### config.mk
export PLATFORM = sky130hd
export DESIGN_NAME = dskmp_ram
export DESIGN_NICKNAME = d
export VERILOG_FILES = /design/src/design/dskmp_ram.sv
export SDC_FILE = /design/constraint.sdc
export NUM_CORES = 2
export LEC_CHECK = 0
export BUFFER_PORTS_ARGS = -buffer_cell sky130_fd_sc_hd__clkbuf_2
export CAP_MARGIN = 40
export CELL_PAD_IN_SITES_DETAIL_PLACEMENT = 0
export CELL_PAD_IN_SITES_GLOBAL_PLACEMENT = 1
export CORE_UTILIZATION = 60
export CTS_CLUSTER_SIZE = 25
export DETAILED_ROUTE_END_ITERATION = 10
export GPL_TIMING_DRIVEN = 0
export PLACE_DENSITY = 0.86
export SYNTH_ARGS = -nofsm -noshare
export SYNTH_HDL_FRONTEND = slang
export SYNTH_SLANG_ARGS = --single-unit
### constraint.sdc
create_clock -name clk -period 6.45 [get_ports clk]
set_input_delay 0.3225 -clock clk [delete_from_list [all_inputs] [get_ports clk]]
set_output_delay 0.3225 -clock clk [all_outputs]
set_load 0.03 [all_outputs]
### src/design/dskmp_ram.sv
// Simple dual-port memory with one write port and one registered read port.
`default_nettype none

module dskmp_ram #(
    parameter int WIDTH  = 8,
    parameter int DEPTH  = 255,
    parameter int ADDR_W = (DEPTH > 1) ? $clog2(DEPTH) : 1
) (
    input  wire logic              clk,
    input  wire logic              wr_en,
    input  wire logic [ADDR_W-1:0] wr_addr,
    input  wire logic [WIDTH-1:0]  wr_data,
    input  wire logic [ADDR_W-1:0] rd_addr,
    output logic      [WIDTH-1:0]  rd_data
);

    logic [WIDTH-1:0] mem [DEPTH];

    always_ff @(posedge clk)
    begin
        if (wr_en)
        begin
            mem[wr_addr] <= wr_data;
        end
    end

    always_ff @(posedge clk)
    begin
        rd_data <= mem[rd_addr];
    end

endmodule

`default_nettype wire

==> flow_summary.json <==
{
  "outcome": "finished clean",
  "yosys.area.top_type": "edfxtp_1",
  "synth_nets": 3936,
  "hold_end": "mem[97][6]",
  "synth_edf_count": 2040,
  "crit_path_end_kind": "flip-flop",
  "cts_tree": "done",
  "worstSkewPairLatency_ns": 0.89,
  "core_um2": 133000,
  "startpoint_type": "primary input",
  "r2r_setup_slack_ns": 3.10,
  "drc_errors": 0,
  "worst_pin_slew_ns": 1.04,
  "path_clk_slew_ns": 0.06,
  "vias": 48700,
  "yosysSeqAreaShare_pct": 76.3,
  "antenna_found_initial": 33,
  "max-slew-margin-rel_pct": 30.4,
  "start_util_pct": 60.4,
  "area_growth_pct": 13.7,
  "syn_inst": 3910,
  "wirelength_um": 309000,
  "placed_cells": 5877,
  "avgSynthCellArea_um2": 20.6,
  "async_flop_share_pct": 0,
  "die_w_um": 368,
  "irDropWorstVdd_mv": 0.306,
  "die_h_um": 368,
  "hold_class": "primary input to flip-flop",
  "p_leak_nw": 29.6,
  "synth_ff_type": "edfxtp_1",
  "grt_pass1_wl_um": 402000,
  "rows": 134,
  "drive_gt1_share_pct": 24.1,
  "nets": 4353,
  "setup_violations": 0,
  "drtIter0Drc": 11000,
  "io_pins": 34,
  "final_max_slew_viol_count": 0,
  "setup_tns_ns": 0,
  "htreeDepth": 4,
  "clock_path_buffers": 3,
  "wl_per_cell_um": 49.1,
  "hold_ws_ns": 0.0972,
  "powerDensity_nw_per_um2": 311,
  "critPathArrivalTime_ns": 5.66,
  "grt_max_degree": 156,
  "holdPathStages": 2,
  "max_freq_ghz": 0.203,
  "fin_cells": 6298,
  "grtUsageTotal_pct": 46.0,
  "min_period_ns": 4.93,
  "gp_congestion": 1.08,
  "reg2reg_to": "rd_data[1]",
  "r2r_cells": 6,
  "crit_path_max_fanout": 10,
  "cts_resized": 0,
  "synth-seq-cells": 2048,
  "first_global_vias": 44900,
  "cts_inserted_buffers": 197,
  "r2r_start": "mem[198][1]",
  "hold_viol_final": 0,
  "synth_cell_types": 67,
  "grt_setup_unrepaired": "no",
  "clockRootBuffer": "clkbuf_16",
  "yosysWarnings": 0,
  "finalClockSkew_ns": 0.0523,
  "firstDrtPassIters": 11,
  "synth_common_cells": "2040 x edfxtp_1, 382 x mux4_2, 305 x nor2_1",
  "synth_top_area_share_pct": 76.1,
  "synth_area_leaders": "edfxtp_1 76%, mux4_2 11%, mux2i_1 2.4%",
  "crit_type": "primary input to flip-flop",
  "cp.required_ns": 7.18,
  "port_buffers": 22,
  "overflow": 0,
  "fin_crit_sh_pct": 76.4,
  "clock-sinks": 2048,
  "final_antenna_net_count": 0,
  "worst_hold_startpoint": "wr_data[6]",
  "syn_area_um2": 80500,
  "dieArea_um2": 136000,
  "viasPerCell": 7.72,
  "yosysMostFrequentCell": "edfxtp_1",
  "hpwlAfterDp_um": 201000,
  "drv_cap": 0
}
[where the power goes]
part / internal [mW] / leakage (nW) / switching, mW
clock: 6.53 / 3.15 / 5.24
combinational: 0.541 / 8.01 / 1.50
sequential: 14.7 / 18.4 / 0.00960
[timing repair]
| action | 4_1_cts | 5_1_grt |
|---|---|---|
| endpoints found under the hold margin | 0 | 32 |
| setup buffers | 0 | 0 |
| hold buffers | 0 | 1 |
[sequential cells by signal (all words and copies together) (netlist names)]
name / cells
rd_data: 8
mem: 2040
[layer usage]
metal | share of wire [%] | track usage [%] | routed length [µm]
met5 | 0.15 | 0.214 | 469
met4 | 9.9 | 36.2 | 30600
met3 | 18 | 21.1 | 56400
met2 | 41 | 62.4 | 128000
met1 | 30 | 57.2 | 94000
[critical path, cell delays in order]
cell,delay (ns)
buf_2,0.29
buf_2,0.70
buf_2,0.70
buf_2,0.88
buf_2,0.55
buf_2,0.71
nand2_1,0.12
nand3_1,0.20
o2111ai_1,0.36
a31oi_1,0.47
o2bb2ai_1,0.29
[kinds of logic (layout without fill, tap and decap cells)]
kind of cell	after synthesis	after routing	synth area share [%]
AOI/OAI and AO/OA	341	341	2.95
buffers and inverters	249	834	2.24
DFF	2048	2048	76.3
muxes	641	641	15.1
other	0	35	0
and+or+nand+nor	631	631	3.36
[final cells by class]
class                           instances  area (µm²)
Fill cell                            8085       41800
Multi-Input combinational cell       1613       17300
Buffer                                243        1820
Antenna cell                           35        87.6
Tap cell                             1768        2210
Inverter                                6        22.5
Sequential cell                      2048       61400
Clock buffer                          235        5110
Clock inverter                        132        1340
Timing Repair Buffer                  218        2230
[cells in the final DEF, fill, tap and decap left out, types with 20 or more instances in the layout]
cell type	Yosys	final
o221ai_1	60	60
clkbuf_2	0	40
nor2_1	305	304
buf_8	30	53
mux4_2	382	382
bufinv_16	0	21
a22oi_1	25	25
o22ai_1	57	57
buf_6	33	68
edfxtp_1	2040	2040
buf_2	49	62
clkinv_2	0	41
mux2i_1	191	191
nand3_1	52	52
a21oi_1	68	68
clkbuf_16	0	199
nor2b_1	20	20
diode_2	0	35
o21ai_0	28	28
clkbuf_1	83	93
buf_4	17	129
nor3_1	22	22
mux4_1	60	60
nand2_1	161	161
clkinv_1	2	45
[worst max path at each step]
stage	endpoint	from
global placement	rd_data[7]	rd_addr[4]
finish	rd_data[5]	rd_addr[1]
detailed placement	rd_data[6]	rd_addr[1]
CTS	rd_data[6]	rd_addr[1]
global route	rd_data[3]	rd_addr[1]
floorplan	rd_data[2]	rd_addr[0]
[per-stage QoR]
step / power, mW / worst slack [ns] / utilization, % / instance area, µm²
final: 28.5 / 1.52 / 68.7 / 91500
after global routing: 28.8 / 1.97 / 68.6 / 91400
after CTS: 28.2 / 1.99 / 68.5 / 91300
after detailed placement: 16.8 / 1.11 / 63.6 / 84800
after global placement: 16.8 / 0.0138 / 62.1 / 82800
after floorplan: 15.7 / 4.05 / - / 80500
Note: power is estimated with default switching activity, not from simulation.
